[config.mk]
export PLATFORM = sky130hd
export DESIGN_NAME = dram_request_pick_frfcfs_starve_unit
export DESIGN_NICKNAME = d
export VERILOG_FILES = /design/src/sv/drps_pkg.sv /design/src/sv/drps_front.sv /design/src/sv/drps_queue.sv /design/src/sv/drps_back.sv /design/src/sv/dram_request_pick_frfcfs_starve_unit.sv
export SDC_FILE = /design/constraint.sdc
export NUM_CORES = 1
export LEC_CHECK = 0
export BUFFER_PORTS_ARGS = -buffer_cell sky130_fd_sc_hd__buf_4
export CAP_MARGIN = 40
export CORE_ASPECT_RATIO = 1.5
export CORE_MARGIN = 5
export CORE_UTILIZATION = 40
export DETAILED_ROUTE_END_ITERATION = 8
export GPL_ROUTABILITY_DRIVEN = 0
export HOLD_SLACK_MARGIN = 0.12
export PLACE_DENSITY = 0.59
export REMOVE_ABC_BUFFERS = 1
export SYNTH_ARGS = -nofsm -noshare
export SYNTH_HDL_FRONTEND = slang
export SYNTH_SLANG_ARGS = --single-unit
[constraint.sdc]
create_clock -name clk -period 7.6 [get_ports clk]
set_input_delay 0.38 -clock clk [delete_from_list [all_inputs] [get_ports clk]]
set_output_delay 0.38 -clock clk [all_outputs]
set_load 0.01 [all_outputs]
[src/sv/drps_pkg.sv]
// shared types and constants for the dram request picker
// no dependencies
package drps_pkg;

  localparam int SLOT_W       = 5;
  localparam int CLOCK_W      = 32;
  localparam int LIMIT_W      = 16;
  localparam int QUEUE_DEPTH  = 2;

  localparam logic [LIMIT_W-1:0] STARVE_LIMIT_RESET = LIMIT_W'(200);

  // one classified buffer entry as it travels from front to back
  typedef struct packed {
    logic [SLOT_W-1:0]  slot;
    logic [CLOCK_W-1:0] arrival;
    logic               ready;
    logic               starved;
    logic               first;
    logic               last;
  } entry_t;

endpackage

[src/sv/drps_front.sv]
// front part: accepts buffer entries, latches the pick clock, marks starving entries
// depends on drps_pkg
module drps_front
  import drps_pkg::*;
(
  input  logic               clk,
  input  logic               rst,
  input  logic               starve_limit_we,
  input  logic [LIMIT_W-1:0] starve_limit_data,
  input  logic               req_valid,
  output logic               req_ready,
  input  logic [SLOT_W-1:0]  slot_id,
  input  logic [CLOCK_W-1:0] arrival_clock,
  input  logic               cmd_ready,
  input  logic [CLOCK_W-1:0] now_clock,
  input  logic               last_entry,
  output logic               push,
  output entry_t             push_entry,
  input  logic               queue_full
);

  logic [LIMIT_W-1:0] starve_limit;
  logic               mid_pick;
  logic [CLOCK_W-1:0] pick_clock;
  logic [CLOCK_W-1:0] clk_sel;
  logic [CLOCK_W-1:0] cut;
  logic               over;

  assign req_ready = !queue_full;
  assign push      = req_valid && req_ready;

  // first entry of a pick brings its own clock
  assign clk_sel = mid_pick ? pick_clock : now_clock;
  assign over    = clk_sel > CLOCK_W'(starve_limit);
  assign cut     = clk_sel - CLOCK_W'(starve_limit);

  always_comb begin
    push_entry.slot    = slot_id;
    push_entry.arrival = arrival_clock;
    push_entry.ready   = cmd_ready;
    push_entry.starved = over && (arrival_clock < cut);
    push_entry.first   = !mid_pick;
    push_entry.last    = last_entry;
  end

  always_ff @(posedge clk) begin
    if (rst) begin
      starve_limit <= STARVE_LIMIT_RESET;
      mid_pick     <= 1'b0;
      pick_clock   <= '0;
    end else begin
      if (starve_limit_we) begin
        starve_limit <= starve_limit_data;
      end
      if (push) begin
        mid_pick <= !last_entry;
        if (!mid_pick) begin
          pick_clock <= now_clock;
        end
      end
    end
  end

endmodule

[src/sv/drps_queue.sv]
// short queue of classified entries between front and back
// depends on drps_pkg
module drps_queue
  import drps_pkg::*;
#(
  parameter int DEPTH = QUEUE_DEPTH
) (
  input  logic   clk,
  input  logic   rst,
  input  logic   push,
  input  entry_t push_entry,
  output logic   full,
  input  logic   pop,
  output logic   head_valid,
  output entry_t head_entry
);

  localparam int PW = (DEPTH > 1) ? $clog2(DEPTH) : 1;
  localparam int CW = $clog2(DEPTH + 1);

  entry_t          mem [DEPTH];
  logic [PW-1:0]   wr_ptr;
  logic [PW-1:0]   rd_ptr;
  logic [CW-1:0]   count;

  assign full       = count == CW'(DEPTH);
  assign head_valid = count != '0;
  assign head_entry = mem[rd_ptr];

  always_ff @(posedge clk) begin
    if (push) begin
      mem[wr_ptr] <= push_entry;
    end
  end

  always_ff @(posedge clk) begin
    if (rst) begin
      wr_ptr <= '0;
      rd_ptr <= '0;
      count  <= '0;
    end else begin
      if (push) begin
        wr_ptr <= (wr_ptr == PW'(DEPTH - 1)) ? '0 : wr_ptr + 1'b1;
      end
      if (pop) begin
        rd_ptr <= (rd_ptr == PW'(DEPTH - 1)) ? '0 : rd_ptr + 1'b1;
      end
      case ({push, pop})
        2'b10:   count <= count + 1'b1;
        2'b01:   count <= count - 1'b1;
        default: count <= count;
      endcase
    end
  end

endmodule

[src/sv/drps_back.sv]
// back part: folds the pairwise compare over entries and holds the result item
// depends on drps_pkg
module drps_back
  import drps_pkg::*;
(
  input  logic              clk,
  input  logic              rst,
  input  logic              head_valid,
  input  entry_t            head_entry,
  output logic              pop,
  output logic              pick_valid,
  input  logic              pick_ready,
  output logic [SLOT_W-1:0] chosen_slot
);

  logic [SLOT_W-1:0]  win_slot;
  logic [CLOCK_W-1:0] win_arrival;
  logic               win_ready;
  logic               win_starved;
  logic               new_wins;
  logic               take;
  logic               out_free;

  assign out_free = !pick_valid || pick_ready;
  assign pop      = head_valid && (!head_entry.last || out_free);

  always_comb begin
    if (win_starved && head_entry.starved && (win_arrival != head_entry.arrival)) begin
      new_wins = head_entry.arrival < win_arrival;
    end else if (win_starved != head_entry.starved) begin
      new_wins = head_entry.starved;
    end else if (win_ready != head_entry.ready) begin
      new_wins = head_entry.ready;
    end else begin
      new_wins = head_entry.arrival < win_arrival;
    end
  end

  assign take = head_entry.first || new_wins;

  always_ff @(posedge clk) begin
    if (pop && take) begin
      win_slot    <= head_entry.slot;
      win_arrival <= head_entry.arrival;
      win_ready   <= head_entry.ready;
      win_starved <= head_entry.starved;
    end
    if (pop && head_entry.last) begin
      chosen_slot <= take ? head_entry.slot : win_slot;
    end
  end

  always_ff @(posedge clk) begin
    if (rst) begin
      pick_valid <= 1'b0;
    end else if (pop && head_entry.last) begin
      pick_valid <= 1'b1;
    end else if (pick_ready) begin
      pick_valid <= 1'b0;
    end
  end

endmodule

[src/sv/dram_request_pick_frfcfs_starve_unit.sv]
// top level of the fr-fcfs request picker with a starvation cap
// depends on drps_pkg, drps_front, drps_queue, drps_back
//
//   channel       handshake                        payload
//   request in    req_valid / req_ready            slot_id, arrival_clock, cmd_ready,
//                                                  now_clock, last_entry
//   pick out      pick_valid / pick_ready          chosen_slot
//   config        starve_limit_we                  starve_limit_data
//
// one buffer entry per cycle; after its last entry is accepted, the pick passes
// through the queue and then the output register before pick_valid rises
// the front only stalls when the queue is full; the back stalls only on a last
// entry while an earlier pick still waits at the output
// synchronous reset clears the pick state and sets starve_limit to 200
module dram_request_pick_frfcfs_starve_unit
  import drps_pkg::*;
#(
  parameter int DEPTH = QUEUE_DEPTH
) (
  input  logic               clk,
  input  logic               rst,
  input  logic               starve_limit_we,
  input  logic [LIMIT_W-1:0] starve_limit_data,
  input  logic               req_valid,
  output logic               req_ready,
  input  logic [SLOT_W-1:0]  slot_id,
  input  logic [CLOCK_W-1:0] arrival_clock,
  input  logic               cmd_ready,
  input  logic [CLOCK_W-1:0] now_clock,
  input  logic               last_entry,
  output logic               pick_valid,
  input  logic               pick_ready,
  output logic [SLOT_W-1:0]  chosen_slot
);

  logic   push;
  entry_t push_entry;
  logic   queue_full;
  logic   pop;
  logic   head_valid;
  entry_t head_entry;

  drps_front u_front (
    .clk               (clk),
    .rst               (rst),
    .starve_limit_we   (starve_limit_we),
    .starve_limit_data (starve_limit_data),
    .req_valid         (req_valid),
    .req_ready         (req_ready),
    .slot_id           (slot_id),
    .arrival_clock     (arrival_clock),
    .cmd_ready         (cmd_ready),
    .now_clock         (now_clock),
    .last_entry        (last_entry),
    .push              (push),
    .push_entry        (push_entry),
    .queue_full        (queue_full)
  );

  drps_queue #(
    .DEPTH (DEPTH)
  ) u_queue (
    .clk        (clk),
    .rst        (rst),
    .push       (push),
    .push_entry (push_entry),
    .full       (queue_full),
    .pop        (pop),
    .head_valid (head_valid),
    .head_entry (head_entry)
  );

  drps_back u_back (
    .clk         (clk),
    .rst         (rst),
    .head_valid  (head_valid),
    .head_entry  (head_entry),
    .pop         (pop),
    .pick_valid  (pick_valid),
    .pick_ready  (pick_ready),
    .chosen_slot (chosen_slot)
  );

endmodule

== Yosys cells after proc, flatten, opt, wreduce, memory -nomap -nowiden ==
Memories as Yosys holds them, arrays and structs flattened. A register that Yosys moved wholly into a read port is not among the register bits.
Cells that the tools add are included.
Operators by class
  magnitude comparators: 3
  multiplexer cells: 14
  equality and inequality tests: 6
  reduce and logical (&&, ||, !) cells: 18
  add/subtract/negate cells: 5
Operator list (count)
  $lt A32 B32 Y1: 2
  $gt A32 B16 Y1: 1
  $mux W32: 1
  $ne A32 B32 Y1: 1
  $sub A32 B16 Y32: 1
  $mux W1: 11
  $logic_and A1 B1 Y1: 7
  $reduce_bool A2 Y1: 3
  $logic_not A1 Y1: 5
  $mux W5: 1
  $eq A2 B2 Y1 const B: 2
  $pmux W2 S2: 1
  $logic_or A1 B1 Y1: 3
  $add A1 B1 Y1 const B: 2
  $add A2 B1 Y2 const B: 1
  $eq A2 B1 Y1 const B: 1
  $ne A1 B1 Y1: 2
  $sub A2 B1 Y2 const B: 1
Word-level totals
  memory bits (writable): 82
  word-level logic and storage cells: 59
  output and inout port bits: 7
  memories kept: 1
  input port bits: 92
  flip-flop bits (word level): 98
Memories
  u_queue.mem: words 2, width 41, read ports 1, clocked after Yosys merged registers in 1, wr ports 1, line drps_queue.sv:21  | entry_t mem [DEPTH];

== Longest topological paths before layout ==
  depth in word-level cells: 6
  mapped depth: 22
  gate-level depth less buffers: 18

== By module ==
A second synthesis with hierarchy kept.
Second synthesis, totals
  cells, all modules: 862
  area total of the unflattened synthesis: 9863.2 um^2
Modules (own cells, without submodules)
  drps_front: area each 4398.0 um^2, cells each 533, instances 1
  drps_queue: area each 3155.5 um^2, cells each 150, instances 1
  drps_back: area each 2309.7 um^2, cells each 179, instances 1

== Worst setup path before layout ==
OpenSTA, ideal clock, no wires.
  path kind: reg2reg
  start: reg u_front.mid_pick
  end: mem u_queue.mem[0][2] in the netlist's numbering (data pin)
  stages on the path, launching flop included: 22
  slack: 2.833 ns
  setup time: 0.191 ns
  arrival time: 4.575 ns
  cell sequence: dfxtp_1 > buf_6 > buf_6 > clkbuf_1 > clkbuf_1 > mux2_2 > ha_1 > a21o_1 > a21oi_1 > o21ai_1 > a21oi_2 > nor4_1 > o31a_1 > nor4_1 > xnor2_1 > ha_1 > nand2_1 > or3_1 > nor2_1 > a221oi_1 > o221ai_1 > a311oi_1
RTL lines
  from (decl): line drps_front.sv:23  | logic mid_pick;
  from (signal assigned): line drps_front.sv:56  | mid_pick <= !last_entry;
  to (decl): line drps_queue.sv:21

==> summary.txt <==
Hold Slack - 0.146 ns
Power Dens Cells - 316 nW/µm²
Synthesized cell area - 9490 µm²
Root Driver - clkbuf_16
Cell Chain, Critical Path - buf_4 -> mux2_2 -> ha_1 -> nand3_1 -> o21ai_1 -> a21oi_2 -> o31ai_1 -> nor3_1 -> xor2_1 -> mux2i_1 -> ha_1 -> a21o_1 -> a21o_1 -> a21oi_1 -> o221ai_1 -> a311oi_1
Period utilization - 64.9%
Peak supply drop - 164 µV
Post-synthesis compound-gate area fraction - 10.2%
Yosys warns - 0
Worst-Margin Slew - 0.785 ns
FF-to-FF End - u_queue.mem[1][2]
DR WL/cell - 15.9 µm
Overall routing resource usage - 15.5%
Placed Area - 10,600 µm²
Worst reg-to-reg setup slack - 2.67 ns
First-pass GRT wire length - 32,800 µm
Hold crit path type - in2reg
Inst Count DP - 1,241
Crit Path Category - reg2reg
Post-synthesis sequential area ratio - 51.4%
HPWL Detailed - 15,300 µm
Remaining Overflow, GRT - 0
Die height - 199 µm
Antenna violations before repair - 1
#FFs+latches synth - 181
Critical path arrival - 5.16 ns
Clock transition at the registers of the reported paths - 0.06 ns
Non-filler cells, final - 1,280
Remaining DRCs - 0
Critical path's slowest cell - o31ai_1
Total core area - 23,600 µm²
Fill cells - 2,163
TritonCTS clock tree - done
P_leak - 4.53 nW
Pins Over Slew Limit - 0
Crit path max fanout - 53
Simple logic cell fraction of the synthesized area - 10.6%
Setup crit start kind - register
Share of cells above drive strength 1 - 21.7%
Area leader, netlist - edfxtp_1
Synth Instances - 845
Status - completed
Dominant synthesized flop cell - edfxtp_1
Clk buf depth - 2
R2R depth - 16
Main combinational cell family by area after synthesis - adder cells
CP Capture Type - register
Initial DRC count - 297
Largest net degree at the start of global routing - 54
Hold Fails Final Rpt - 0
Worst skew pair latency - 0.43 ns
First-pass detailed-route iteration total - 5
Synth Area per Inst - 11.2 µm²
Asr flop ratio synth - 0%
Mux contribution to synthesized area - 10.3%
Setup crit start - u_front.mid_pick
Starting Density - 40.3%
Ports - 99
Layout Skew - 0.00878 ns
Post-Synth XOR/XNOR Area - 2.86%
Vias - 6,468
Largest stage delay, worst path - 0.71 ns
Final setup viols - 0
Synth area leaders - edfxtp_1, dfxtp_1, ha_1, mux2_2, a21oi_1
Count leader, synth - edfxtp_1
Post-DRT Antenna Nets - 0
Crit path to - u_queue.mem[1][2]
H-tree depth - 4
Die Area - 27,000 µm²
Number of vias per cell - 5.05
Synth cell types - 63
Nets - 1,121
Fmax - 0.203 GHz
Adder-Cell Fraction of Synth Area - 10.9%
Max_cap viols - 0
Critical Path RT - 7.83 ns
Aggregate routed wire length - 20,400 µm
Design Area, Final - 11,300 µm²
TritonCTS Sinks - 181
Post-route setup TNS - 0 ns
Area grow syn2layout - 19.1%
I/O Buffers - 98
Post-synth top area share - 39.9%
Top post-synthesis cells by count - edfxtp_1, nand2_1, ha_1
Die width - 136 µm
Via count of the first global-routing pass - 6,502
Crit Reg-Reg Startpoint - u_front.mid_pick
Slew headroom - 47.3%
Number of core rows - 69
CTS Buf Count - 17
Final Critical Period - 4.93 ns
Post-synth EDFFs - 126
RSZ-0062 raised after global routing - false
worst min path at each step:
stage                                start                      to  slack, ns  depth (start not counted)
floorplan           u_front.pick_clock[10]  u_front.pick_clock[10]       0.43                          2
global placement     u_front.pick_clock[9]   u_front.pick_clock[9]       0.44                          2
detailed placement   u_front.pick_clock[3]   u_front.pick_clock[3]       0.44                          2
CTS                       arrival_clock[5]       u_queue.mem[1][9]       0.12                          1
global route                    slot_id[4]      u_queue.mem[0][40]       0.12                          1
finish                    arrival_clock[5]       u_queue.mem[1][9]       0.15                          1
through the flow:
step                      setup slack [ns]  total power, W  util, %
after floorplan                       2.58         0.00226        -
after global placement                2.70         0.00259     44.8
after detailed placement              2.65         0.00263     44.9
after CTS                             2.62         0.00363     48.0
after global routing                  2.33         0.00382     48.0
final                                 2.67         0.00358     48.0
timing repair:
item | 4_1_cts | 5_1_grt
hold endpoints to repair | 11 | 0
gates resized for setup | 0 | 0
hold buffers | 6 | 0
setup buffers | 0 | 0
where the power goes:
part	total [W]	switching [W]	internal [W]	leakage, nW
combinational	0.00117	0.000661	0.000505	2.58
sequential	0.00143	0.0000853	0.00134	1.63
clock	0.000985	0.000360	0.000625	0.314
total	0.00358	0.00111	0.00247	4.53
layer usage:
metal | GRT usage, % | share of wire (%) | routed length (µm)
met3 | 2.88 | 2.5 | 514
met2 | 28.1 | 53 | 10800
met4 | 5.60 | 2.3 | 463
met5 | 0 | 0 | 0
met1 | 18.1 | 43 | 8680
logic make-up (layout without fill, tap and decap cells):
family                   Yosys count  in the layout
flip-flops                       181            181
adder cells (fa/ha/maj)           82             82
AO/OA/AOI/OAI                    156            156
multiplexers                      90             90
other                              0              1
AND/OR/NAND/NOR                  215            215
XOR/XNOR                          31             31
buffers and inverters             90            205
area by class of cell:
cell class	instances	area [µm²]	area share, %
Inverter	61	229	2.02
Clock buffer	22	454	4.02
Tap cell	319	399	3.53
Multi-Input combinational cell	574	4270	37.7
Sequential cell	181	4890	43.2
Timing Repair Buffer	112	868	7.68
Clock inverter	10	204	1.80
Antenna cell	1	2.50	0.0221
cell usage in the layout (no fill, tap or decap), types with 13 or more instances in the layout:
master,instances
xnor2_1,16
nand2_1,87
nand4_1,13
buf_4,105
dfxtp_1,53
o21ai_0,19
mux2i_1,31
ha_1,81
mux2_2,59
edfxtp_1,126
inv_1,59
xor2_1,15
nor2_1,49
a21o_1,16
clkbuf_16,17
a21oi_1,74
nor3_1,14
sequential cells by signal, indices dropped and copies added (netlist names), named ones only:
register              flops
u_back.win_ready          1
u_back.win_slot           5
u_front.starve_limit     16
u_queue.rd_ptr            1
u_back.win_arrival       32
u_queue.count             2
u_front.mid_pick          1
u_queue.mem              82
u_front.pick_clock       32
u_queue.wr_ptr            1
u_back.win_starved        1
u_back.pick_valid         1
u_back.chosen_slot        5
worst max-delay path, delay by kind of cell (launching register included):
kind / cells / cell delay, ns
AO/OA/AOI/OAI: 8 / 2.11
adder cells (fa/ha/maj): 2 / 0.68
multiplexers: 2 / 0.66
buffers and inverters: 1 / 0.50
flip-flops: 1 / 0.31
AND/OR/NAND/NOR: 2 / 0.28
XOR/XNOR: 1 / 0.17
(Power assumes the default switching activity.)
